**src/hw/rtl/cfzs_pkg.sv**
```systemverilog
// Package for the camera follow/zoom/shake block: mode codes, register
// indexes, sequencer states and shared helpers. No dependencies.
package cfzs_pkg;

   typedef enum logic [2:0] {
      MODE_TICK   = 3'd0,
      MODE_SHAKE  = 3'd1,
      MODE_STOP   = 3'd2,
      MODE_TARGET = 3'd3,
      MODE_JUMP   = 3'd4,
      MODE_SETPOS = 3'd5,
      MODE_SPARE6 = 3'd6,
      MODE_SPARE7 = 3'd7
   } mode_type;

   localparam logic [2:0] REG_DZ_W   = 3'd0;
   localparam logic [2:0] REG_DZ_H   = 3'd1;
   localparam logic [2:0] REG_GAIN   = 3'd2;
   localparam logic [2:0] REG_BND_W  = 3'd3;
   localparam logic [2:0] REG_BND_H  = 3'd4;
   localparam logic [2:0] REG_AIM_X  = 3'd5;
   localparam logic [2:0] REG_AIM_Y  = 3'd6;
   localparam logic [2:0] REG_ZSTEP  = 3'd7;

   localparam logic [15:0] SEED_RESET = 16'h1234;
   localparam logic [31:0] LCG_MUL    = 32'd1103515245;
   localparam logic [15:0] LCG_ADD    = 16'd12345;
   localparam logic [7:0]  ZOOM_RESET = 8'd128;

   typedef enum logic [3:0] {
      ST_IDLE,
      ST_ZOOM,
      ST_VIS,
      ST_MULX,
      ST_MULY,
      ST_CLAMP,
      ST_AMP,
      ST_DIV,
      ST_JIT,
      ST_MOD,
      ST_OUT
   } state_type;

   // request index from zoom in sixteenths, clamped to 12..16
   function automatic logic [7:0] zoom_req(input logic [7:0] z);
      logic [7:0] c;
      c = (z < 8'd12) ? 8'd12 : ((z > 8'd16) ? 8'd16 : z);
      return {c[3:0] - 4'd8, 4'd0};
   endfunction

endpackage

```
**src/hw/rtl/camera_follow_zoom_shake_top.sv**
```systemverilog
// Top level of the camera follow/zoom/shake view controller.
// Depends on cfzs_pkg.
//
// One word in, one word out. A tick runs two visible size divisions, follow
// and clamp when a point is tracked, and while shaking an amplitude division
// plus two jitter modulos, all on one serial shift-subtract divider and one
// multiplier under a small sequencer. Other modes go straight to the result
// word. Ready is low from acceptance until the result word has been taken.
module camera_follow_zoom_shake_top
   import cfzs_pkg::*;
#(
   parameter int SCREEN_W   = 320,
   parameter int SCREEN_H   = 224,
   parameter int HEIGHT_CAP = 512
) (
   input  logic               clock,
   input  logic               reset,
   input  logic               req_valid,
   output logic               req_ready,
   input  logic [2:0]         req_mode,
   input  logic signed [31:0] req_point_x,
   input  logic signed [31:0] req_point_y,
   input  logic               req_track_valid,
   input  logic [7:0]         req_zoom_value,
   input  logic [7:0]         req_shake_strength,
   input  logic [7:0]         req_shake_frames,
   input  logic signed [31:0] req_new_x,
   input  logic signed [31:0] req_new_y,
   output logic               rsp_valid,
   input  logic               rsp_ready,
   output logic signed [31:0] rsp_view_x,
   output logic signed [31:0] rsp_view_y,
   output logic signed [31:0] rsp_render_x,
   output logic signed [31:0] rsp_render_y,
   output logic [4:0]         rsp_zoom_now,
   output logic               rsp_zooming,
   output logic               rsp_shaking,
   output logic [15:0]        rsp_visible_width,
   output logic [15:0]        rsp_visible_height,
   input  logic               csr_write_enable,
   input  logic [2:0]         csr_index,
   input  logic [16:0]        csr_write_data
);

   localparam logic [17:0] VW_NUM = 18'(SCREEN_W * 16);
   localparam logic [17:0] VH_NUM = 18'(SCREEN_H * 16);
   localparam logic [15:0] HCAP   = 16'(HEIGHT_CAP);

   // visible size per zoom level, entry k is zoom 8 + k
   localparam logic [15:0][15:0] VIS_W_TAB = {
      16'(VW_NUM / 23), 16'(VW_NUM / 22), 16'(VW_NUM / 21), 16'(VW_NUM / 20),
      16'(VW_NUM / 19), 16'(VW_NUM / 18), 16'(VW_NUM / 17), 16'(VW_NUM / 16),
      16'(VW_NUM / 15), 16'(VW_NUM / 14), 16'(VW_NUM / 13), 16'(VW_NUM / 12),
      16'(VW_NUM / 11), 16'(VW_NUM / 10), 16'(VW_NUM / 9),  16'(VW_NUM / 8)
   };
   localparam logic [15:0][15:0] VIS_H_TAB = {
      16'(VH_NUM / 23), 16'(VH_NUM / 22), 16'(VH_NUM / 21), 16'(VH_NUM / 20),
      16'(VH_NUM / 19), 16'(VH_NUM / 18), 16'(VH_NUM / 17), 16'(VH_NUM / 16),
      16'(VH_NUM / 15), 16'(VH_NUM / 14), 16'(VH_NUM / 13), 16'(VH_NUM / 12),
      16'(VH_NUM / 11), 16'(VH_NUM / 10), 16'(VH_NUM / 9),  16'(VH_NUM / 8)
   };

   // configuration
   logic [15:0] dz_w_ff, dz_h_ff, bnd_w_ff, bnd_h_ff, aim_x_ff, aim_y_ff;
   logic [16:0] gain_ff;
   logic [5:0]  zstep_ff;

   // state
   logic [31:0] pos_x_ff, pos_y_ff, pos_x_in, pos_y_in;
   logic [7:0]  zidx_ff, zidx_in, zgoal_ff, zgoal_in;
   logic [7:0]  peak_ff, peak_in, slen_ff, slen_in, sleft_ff, sleft_in;
   logic [7:0]  jit_x_ff, jit_x_in, jit_y_ff, jit_y_in;
   logic [15:0] seed_ff, seed_in;

   // captured request
   logic [31:0] pt_x_ff, pt_x_in, pt_y_ff, pt_y_in;
   logic        trk_ff, trk_in, jy_ff, jy_in;

   // working values
   logic [15:0] vw_ff, vw_in, vh_ff, vh_in;
   logic [8:0]  amp_ff, amp_in;
   logic signed [8:0] r_ff, r_in;

   // shared serial divider: unsigned remainder/quotient, one bit a cycle
   logic [17:0] dv_num_ff, dv_num_in, dv_rem_ff, dv_rem_in;
   logic [17:0] dv_den_ff, dv_den_in;
   logic [4:0]  dv_cnt_ff, dv_cnt_in;

   state_type state_ff, state_in;

   // shared multiplier: 33 x 18 signed
   logic signed [32:0] mul_a;
   logic signed [17:0] mul_b;
   logic signed [50:0] mul_p;
   assign mul_p = mul_a * mul_b;

   logic [4:0]  zoom;
   assign zoom = 5'd8 + {1'b0, zidx_ff[7:4]};

   // follow path for selected axis
   logic [31:0] cen, dlt, aim;
   logic [15:0] dzh;
   logic signed [32:0] half, sd, mv;
   always_comb begin
      if (state_ff == ST_MULY) begin
         cen  = pos_y_ff + {1'b0, vh_ff[15:1], 16'd0};
         aim  = {aim_y_ff, 16'd0};
         dlt  = pt_y_ff + aim - cen;
         dzh  = {1'b0, dz_h_ff[15:1]};
      end else begin
         cen  = pos_x_ff + {1'b0, vw_ff[15:1], 16'd0};
         aim  = {aim_x_ff, 16'd0};
         dlt  = pt_x_ff + aim - cen;
         dzh  = {1'b0, dz_w_ff[15:1]};
      end
      half = $signed({1'b0, dzh, 16'd0});
      sd   = $signed({dlt[31], dlt});
      if (sd > half)       mv = sd - half;
      else if (sd < -half) mv = sd + half;
      else                 mv = '0;
      mul_a = mv;
      mul_b = $signed({1'b0, gain_ff});
   end

   logic [31:0] step_mv;
   assign step_mv = mul_p[47:16];

   // clamp helpers
   function automatic logic [31:0] clamp_ax(input logic [31:0] p,
                                            input logic [15:0] b,
                                            input logic [15:0] v);
      logic signed [17:0] lim;
      logic [14:0] l;
      lim = $signed({2'b0, b}) - $signed({2'b0, v});
      l = (lim < 0) ? 15'd0 : ((lim > 18'sd32767) ? 15'h7FFF : lim[14:0]);
      if (p[31]) return 32'd0;
      if (p > {1'b0, l, 16'd0}) return {1'b0, l, 16'd0};
      return p;
   endfunction

   // divider step
   logic [17:0] dv_trial;
   logic [18:0] dv_sub;
   assign dv_trial = {dv_rem_ff[16:0], dv_num_ff[17]};
   assign dv_sub   = {1'b0, dv_trial} - {1'b0, dv_den_ff};

   logic [5:0]  zs;
   logic [8:0]  zn;
   logic [7:0]  zdn;
   logic [15:0] bh;
   logic [7:0]  sl_dec;
   logic [15:0] lcg;
   logic signed [9:0] jv;
   logic [8:0]  modd;

   always_comb begin
      state_in = state_ff;
      unique case (state_ff)
         ST_IDLE:  if (req_valid) state_in = (req_mode == MODE_TICK) ? ST_ZOOM : ST_OUT;
         ST_ZOOM:  state_in = ST_VIS;
         ST_VIS:   if (dv_cnt_ff == 5'd0 && jy_ff) state_in = trk_ff ? ST_MULX : ST_AMP;
         ST_MULX:  state_in = ST_MULY;
         ST_MULY:  state_in = ST_CLAMP;
         ST_CLAMP: state_in = ST_AMP;
         ST_AMP:   state_in = (sleft_ff != 8'd0) ? ST_DIV : ST_OUT;
         ST_DIV:   if (dv_cnt_ff == 5'd0) state_in = ST_JIT;
         ST_JIT:   state_in = ST_MOD;
         ST_MOD:   if (dv_cnt_ff == 5'd0) state_in = jy_ff ? ST_OUT : ST_JIT;
         ST_OUT:   if (rsp_ready && rsp_valid) state_in = ST_IDLE;
         default:  state_in = ST_IDLE;
      endcase
   end

   always_comb begin
      pos_x_in = pos_x_ff; pos_y_in = pos_y_ff;
      zidx_in = zidx_ff; zgoal_in = zgoal_ff;
      peak_in = peak_ff; slen_in = slen_ff; sleft_in = sleft_ff;
      jit_x_in = jit_x_ff; jit_y_in = jit_y_ff; seed_in = seed_ff;
      pt_x_in = pt_x_ff; pt_y_in = pt_y_ff; trk_in = trk_ff;
      jy_in = jy_ff;
      vw_in = vw_ff; vh_in = vh_ff; amp_in = amp_ff; r_in = r_ff;
      dv_num_in = dv_num_ff; dv_rem_in = dv_rem_ff; dv_den_in = dv_den_ff;
      dv_cnt_in = dv_cnt_ff;
      zs = (zstep_ff == 6'd0) ? 6'd1 : ((zstep_ff > 6'd32) ? 6'd32 : zstep_ff);
      zn = {1'b0, zidx_ff} + {3'd0, zs};
      zdn = (zidx_ff >= {2'd0, zs}) ? zidx_ff - {2'd0, zs} : 8'd0;
      bh = (bnd_h_ff > HCAP) ? HCAP : bnd_h_ff;
      sl_dec = sleft_ff - 8'd1;
      lcg = 16'(seed_ff * LCG_MUL[15:0]) + LCG_ADD;
      jv = '0;
      modd = {amp_ff[7:0], 1'b1};

      // divider iteration (shared)
      if ((state_ff == ST_VIS || state_ff == ST_DIV || state_ff == ST_MOD)
          && dv_cnt_ff != 5'd0) begin
         dv_cnt_in = dv_cnt_ff - 5'd1;
         dv_num_in = {dv_num_ff[16:0], ~dv_sub[18]};
         dv_rem_in = dv_sub[18] ? dv_trial : dv_sub[17:0];
      end

      unique case (state_ff)
         ST_IDLE: if (req_valid) begin
            pt_x_in = req_point_x; pt_y_in = req_point_y; trk_in = req_track_valid;
            unique case (req_mode)
               MODE_SHAKE: begin
                  peak_in = req_shake_strength; slen_in = req_shake_frames;
                  sleft_in = req_shake_frames;
               end
               MODE_STOP:   begin sleft_in = '0; jit_x_in = '0; jit_y_in = '0; end
               MODE_TARGET: zgoal_in = zoom_req(req_zoom_value);
               MODE_JUMP:   begin
                  zgoal_in = zoom_req(req_zoom_value);
                  zidx_in = zoom_req(req_zoom_value);
               end
               MODE_SETPOS: begin pos_x_in = req_new_x; pos_y_in = req_new_y; end
               default: ;
            endcase
         end
         ST_ZOOM: begin
            if (zidx_ff < zgoal_ff)
               zidx_in = (zn > {1'b0, zgoal_ff}) ? zgoal_ff : zn[7:0];
            else if (zidx_ff > zgoal_ff)
               zidx_in = (zdn < zgoal_ff) ? zgoal_ff : zdn;
            jy_in = 1'b0;
            // visible size is taken at the ramped zoom
            dv_num_in = VW_NUM; dv_rem_in = '0;
            dv_den_in = {13'd0, 5'd8 + {1'b0, zidx_in[7:4]}};
            dv_cnt_in = 5'd18;
         end
         ST_VIS: if (dv_cnt_ff == 5'd0) begin
            if (!jy_ff) begin
               vw_in = dv_num_ff[15:0]; jy_in = 1'b1;
               dv_num_in = VH_NUM; dv_rem_in = '0; dv_cnt_in = 5'd18;
            end else vh_in = dv_num_ff[15:0];
         end
         ST_MULX:  pos_x_in = pos_x_ff + step_mv;
         ST_MULY:  pos_y_in = pos_y_ff + step_mv;
         ST_CLAMP: if (bnd_w_ff != 16'd0 || bnd_h_ff != 16'd0) begin
            pos_x_in = clamp_ax(pos_x_ff, bnd_w_ff, vw_ff);
            pos_y_in = clamp_ax(pos_y_ff, bh, vh_ff);
         end
         ST_AMP: begin
            if (sleft_ff == 8'd0) begin
               jit_x_in = '0; jit_y_in = '0;
            end else begin
               sleft_in = sl_dec;
               dv_num_in = {2'd0, 16'(peak_ff * sl_dec)};
               dv_rem_in = '0;
               dv_den_in = {10'd0, (slen_ff == 8'd0) ? 8'd1 : slen_ff};
               dv_cnt_in = 5'd18;
               jy_in = 1'b0;
            end
         end
         ST_DIV: if (dv_cnt_ff == 5'd0)
            amp_in = (dv_num_ff[8:0] == 9'd0 && sleft_ff != 8'd0) ? 9'd1 : dv_num_ff[8:0];
         ST_JIT: begin
            seed_in = lcg;
            r_in = $signed({lcg[15], lcg[15:8]});
            // |r| through the divider, sign restored afterwards
            dv_num_in = {lcg[15] ? 8'd0 - lcg[15:8] : lcg[15:8], 10'd0};
            dv_rem_in = '0;
            dv_den_in = {8'd0, 1'b0, modd};
            dv_cnt_in = 5'd8;
         end
         ST_MOD: if (dv_cnt_ff == 5'd0) begin
            jv = r_ff[8] ? -$signed({1'b0, dv_rem_ff[8:0]})
                         : $signed({1'b0, dv_rem_ff[8:0]});
            jv = jv - $signed({1'b0, amp_ff});
            if (jy_ff) jit_y_in = jv[7:0];
            else begin jit_x_in = jv[7:0]; jy_in = 1'b1; end
         end
         default: ;
      endcase
   end

   always_ff @(posedge clock) begin
      if (reset) begin
         state_ff <= ST_IDLE;
         dz_w_ff <= 16'd64; dz_h_ff <= 16'd32; gain_ff <= 17'd9830;
         bnd_w_ff <= '0; bnd_h_ff <= '0; aim_x_ff <= '0; aim_y_ff <= '0;
         zstep_ff <= 6'd16;
         pos_x_ff <= '0; pos_y_ff <= '0;
         zidx_ff <= ZOOM_RESET; zgoal_ff <= ZOOM_RESET;
         peak_ff <= '0; slen_ff <= '0; sleft_ff <= '0;
         jit_x_ff <= '0; jit_y_ff <= '0; seed_ff <= SEED_RESET;
      end else begin
         state_ff <= state_in;
         pos_x_ff <= pos_x_in; pos_y_ff <= pos_y_in;
         zidx_ff <= zidx_in; zgoal_ff <= zgoal_in;
         peak_ff <= peak_in; slen_ff <= slen_in; sleft_ff <= sleft_in;
         jit_x_ff <= jit_x_in; jit_y_ff <= jit_y_in; seed_ff <= seed_in;
         if (csr_write_enable) begin
            unique case (csr_index)
               REG_DZ_W:  dz_w_ff  <= csr_write_data[15:0];
               REG_DZ_H:  dz_h_ff  <= csr_write_data[15:0];
               REG_GAIN:  gain_ff  <= csr_write_data;
               REG_BND_W: bnd_w_ff <= csr_write_data[15:0];
               REG_BND_H: bnd_h_ff <= csr_write_data[15:0];
               REG_AIM_X: aim_x_ff <= csr_write_data[15:0];
               REG_AIM_Y: aim_y_ff <= csr_write_data[15:0];
               REG_ZSTEP: zstep_ff <= csr_write_data[5:0];
               default: ;
            endcase
         end
      end
   end

   always_ff @(posedge clock) begin
      pt_x_ff <= pt_x_in; pt_y_ff <= pt_y_in; trk_ff <= trk_in;
      jy_ff <= jy_in;
      vw_ff <= vw_in; vh_ff <= vh_in; amp_ff <= amp_in; r_ff <= r_in;
      dv_num_ff <= dv_num_in; dv_rem_ff <= dv_rem_in; dv_den_ff <= dv_den_in;
      dv_cnt_ff <= dv_cnt_in;
   end

   assign req_ready          = (state_ff == ST_IDLE);
   assign rsp_valid          = (state_ff == ST_OUT);
   assign rsp_view_x         = pos_x_ff;
   assign rsp_view_y         = pos_y_ff;
   assign rsp_render_x       = pos_x_ff + {{8{jit_x_ff[7]}}, jit_x_ff, 16'd0};
   assign rsp_render_y       = pos_y_ff + {{8{jit_y_ff[7]}}, jit_y_ff, 16'd0};
   assign rsp_zoom_now       = zoom;
   assign rsp_zooming        = (zidx_ff != zgoal_ff);
   assign rsp_shaking        = (sleft_ff != 8'd0);
   // visible size from a small constant table per zoom level
   assign rsp_visible_width  = VIS_W_TAB[zidx_ff[7:4]];
   assign rsp_visible_height = VIS_H_TAB[zidx_ff[7:4]];

endmodule
```
**config.mk**
```make
export PLATFORM = sky130hd
export DESIGN_NAME = camera_follow_zoom_shake_top
export DESIGN_NICKNAME = d
export VERILOG_FILES = /design/src/hw/rtl/cfzs_pkg.sv /design/src/hw/rtl/camera_follow_zoom_shake_top.sv
export SDC_FILE = /design/constraint.sdc
export NUM_CORES = 2
export LEC_CHECK = 0
export BUFFER_PORTS_ARGS = -buffer_cell sky130_fd_sc_hd__buf_2
export CORE_ASPECT_RATIO = 0.8
export CORE_MARGIN = 3
export CORE_UTILIZATION = 40
export CTS_BUF_LIST = sky130_fd_sc_hd__clkbuf_16
export DETAILED_ROUTE_END_ITERATION = 8
export PLACE_DENSITY = 0.6
export REMOVE_ABC_BUFFERS = 1
export SLEW_MARGIN = 20
export SYNTH_ARGS = -nofsm -noshare
export SYNTH_HDL_FRONTEND = slang
export SYNTH_SLANG_ARGS = --single-unit
```
**constraint.sdc**
```tcl
create_clock -name clock -period 15.8 [get_ports clock]
set_input_delay 3.16 -clock clock [delete_from_list [all_inputs] [get_ports clock]]
set_output_delay 3.16 -clock clock [all_outputs]
set_load 0.1 [all_outputs]
```
==> metrics.yaml <==
worst_setup_path:
  crit_arrival_ps: 16060
  r2r_cells: 75
  path_class: "reg -> reg"
  critPathMaxFanout: 7
  max_stage_delay_ps: 540
  critPathRequiredTime_ps: 16350
  worstReg2RegStart: "pt_x_ff[0]"
  regToRegSetupSlack_ps: 290
  crit_slowest_cell: "fa_1"
  cp_common_cell: "buf_4"
  critPathLaunchType: "flip-flop"
  end_kind: "flip-flop"
  r2r_end: "rsp_view_y[31]"
placed_design:
  place_hpwl_um: 150000
  place_congestion: 0.942
  pre_cts_ws_ps: -453
  io_buffers: 336
global_routing:
  grt_max_degree: 153
  antenna_found_initial: 22
  grtUsageTotal: 0.251
  grt_pass1_wl_um: 282000
  overflow: 0
  grt_pass1_vias: 47600
floorplanning:
  start_util: 0.405
  dieHeight_um: 342
  core_area_sq_mm: 0.139
  core.rowCount: 122
  ioPinCount: 350
  die_area_sq_mm: 0.146
  chipWidth_um: 426
clock_network:
  clkLatencyLatePin_ps: 650
  path_clk_slew_ps: 70
  cts_sinks: 428
  cts_buffers: 47
  tritoncts: "yes"
  clockBufferDepth: 3
  htree_levels: 2
  root_buffer: "clkbuf_16"
sta:
  clock.fmax_mhz: 64.5
  maxSlewHeadroom: 0.238
  setup-violations-final: 0
  rsz0062_at_grt: "yes"
  drv_slew: 0
  worst_slack_ps: 293
  hold_violations: 0
  fin_crit_sh: 0.981
  tightestPinTransition_ps: 1130
  fin_skew_ps: 33.3
  period_needed_ps: 15510
cells_and_area:
  n_fill_cell: 13700
  syn2layout_area_growth_pct: 15.1
  final_net_count: 8650
  drive_gt1_frac: 0.143
status:
  status: "complete, no violations"
drt:
  ant_nets: 0
  num_vias: 48100
  drc: 0
  vias_per_cell: 5.26
  drtIter0Drc: 3349
  totalWireLength_um: 185000
  drt-wirelength-per-cell_um: 20.3
  drt_pass1_iterations: 6
synthesis:
  synth_edf_count: 116
  synth_ff_type: "dfxtp_1"
  synth_cell_types: 108
  ys_seq_area_frac: 0.172
  syn_inst: 6666
  async_reset_ff_frac: 0
  syn_area_per_cell_sq_um: 8.46
  netlist_area_sq_mm: 0.0564
  synth_warnings: 0
  ys_ff_latch: 428
worst_hold_path:
  holdCritStartpoint: "gain_ff[0]"
  whs_path_depth: 2
  holdPathEnd: "gain_ff[0]"
  hp-class: "reg -> reg"
flow_run:
  maxCapViolations: 0
## area by class of cell
type | count | area, sq um | area share
repair buffers | 789 | 5250 | 0.0809
diodes | 8 | 20.0 | 0.000308
clock buffers | 51 | 1280 | 0.0197
flip-flops and latches | 428 | 9740 | 0.150
multi-input cells | 4802 | 41600 | 0.640
inverters | 1156 | 4340 | 0.0669
well taps | 1860 | 2330 | 0.0358
clock inverters | 37 | 394 | 0.00607
## synthesized netlist by cell type (17+ instances only)
library cell,count,area share
o21a_1,67,0.0089
buf_2,28,0.0025
and2_1,276,0.031
nor4_1,32,0.0035
a21o_1,100,0.013
a31oi_1,29,0.0032
o21bai_1,38,0.0051
nand4_1,25,0.0028
dfxtp_1,312,0.11
nor2b_1,66,0.0073
a311oi_1,28,0.0043
xnor2_1,212,0.033
clkbuf_1,195,0.013
and3_1,24,0.0027
a21oi_1,400,0.035
mux2i_1,58,0.010
nand3_1,51,0.0045
nand3b_1,17,0.0023
nand2b_1,78,0.0086
xor2_1,76,0.012
o211ai_1,28,0.0037
buf_4,55,0.0073
nand2_1,839,0.056
a21boi_0,24,0.0032
or3_1,23,0.0026
ha_1,577,0.13
nor2_1,383,0.025
fa_1,668,0.24
nor3_1,85,0.0075
a211oi_1,77,0.010
a22oi_1,42,0.0056
inv_1,1152,0.077
o21ai_0,200,0.018
edfxtp_1,116,0.062
## routing by layer
layer,share of wire,GRT usage
met1,0.44,0.340
met2,0.46,0.407
met3,0.065,0.0363
met4,0.042,0.0931
met5,0.00029,0
## how the worst max path moves through the flow
stage,start,end,slack (ps),cells past startpoint
floorplan,rsp_view_x[1],rsp_view_y[31],-670,69
global placement,pt_y_ff[0],rsp_view_y[31],-280,74
detailed placement,pt_x_ff[0],rsp_view_y[31],-450,73
CTS,pt_y_ff[0],rsp_view_y[31],10,78
global route,pt_y_ff[0],rsp_view_y[31],-450,76
finish,pt_x_ff[0],rsp_view_y[31],290,75
## cells in the final DEF (no fill, tap or decap), types with 186 or more instances in the layout
cell type and instances:
buf_4 438, xnor2_1 208, dfxtp_1 307, and2_1 271, nor2_1 375, inv_1 1151, o21ai_0 186, fa_1 663
buf_2 335, ha_1 571, a21oi_1 387, nand2_1 837
## worst max-delay path: cells and delay by family, from the launching register on
kind	cells	cell delay (ps)
AOI/OAI and AO/OA	31	5520
xor gates and xnor gates	2	350
adders and majority gates	13	5240
buffers and inverters	17	2110
DFF	1	350
and+or+nand+nor	12	1830
## cell families after synthesis
| logic type | count (synthesis) | share of synthesized area |
|---|---|---|
| AO/OA/AOI/OAI | 1229 | 0.143 |
| XOR/XNOR | 289 | 0.0450 |
| adder cells (fa/ha/maj) | 1245 | 0.365 |
| buffers and inverters | 1454 | 0.102 |
| flip-flops | 428 | 0.172 |
| multiplexers | 60 | 0.0107 |
| other | 1 | 0.0000665 |
| AND/OR/NAND/NOR | 1960 | 0.163 |
## per-stage QoR
stage                     instance area, sq um  instances  hold slack (ps)  utilization  setup TNS [ps]
after floorplan                          55100       6386              430            -           -1500
after CTS                                64300       9108              454        0.462               0
final                                    64900       9131              452        0.466               0
after global placement                   62600       9016              441        0.449            -287
after global routing                     64900       9125              470        0.466           -1410
after detailed placement                 62600       9016              445        0.449           -1370
## state kept, by name, indices dropped and copies added, names as in the netlist, 16 cells and up
name	flops
pt_x_ff	32
gain_ff	17
vh_ff	16
dv_rem_ff	17
dv_num_ff	18
rsp_view_x	32
vw_ff	16
seed_ff	16
pt_y_ff	32
bnd_h_ff	16
aim_x_ff	16
aim_y_ff	16
bnd_w_ff	16
rsp_view_y	32
## repair_timing
action / CTS / global route
gates resized for setup: 18 / 94
endpoints found under the hold margin: 0 / 0
gates cloned: 0 / 2
pin swaps: 16 / 64
buffers inserted: 4 / 13
setup endpoints to repair: 11 / 35
hold buffers: 0 / 0
Power is not shown: default switching activity piles up to over one toggle a cycle in this logic, so the estimate is an artifact.
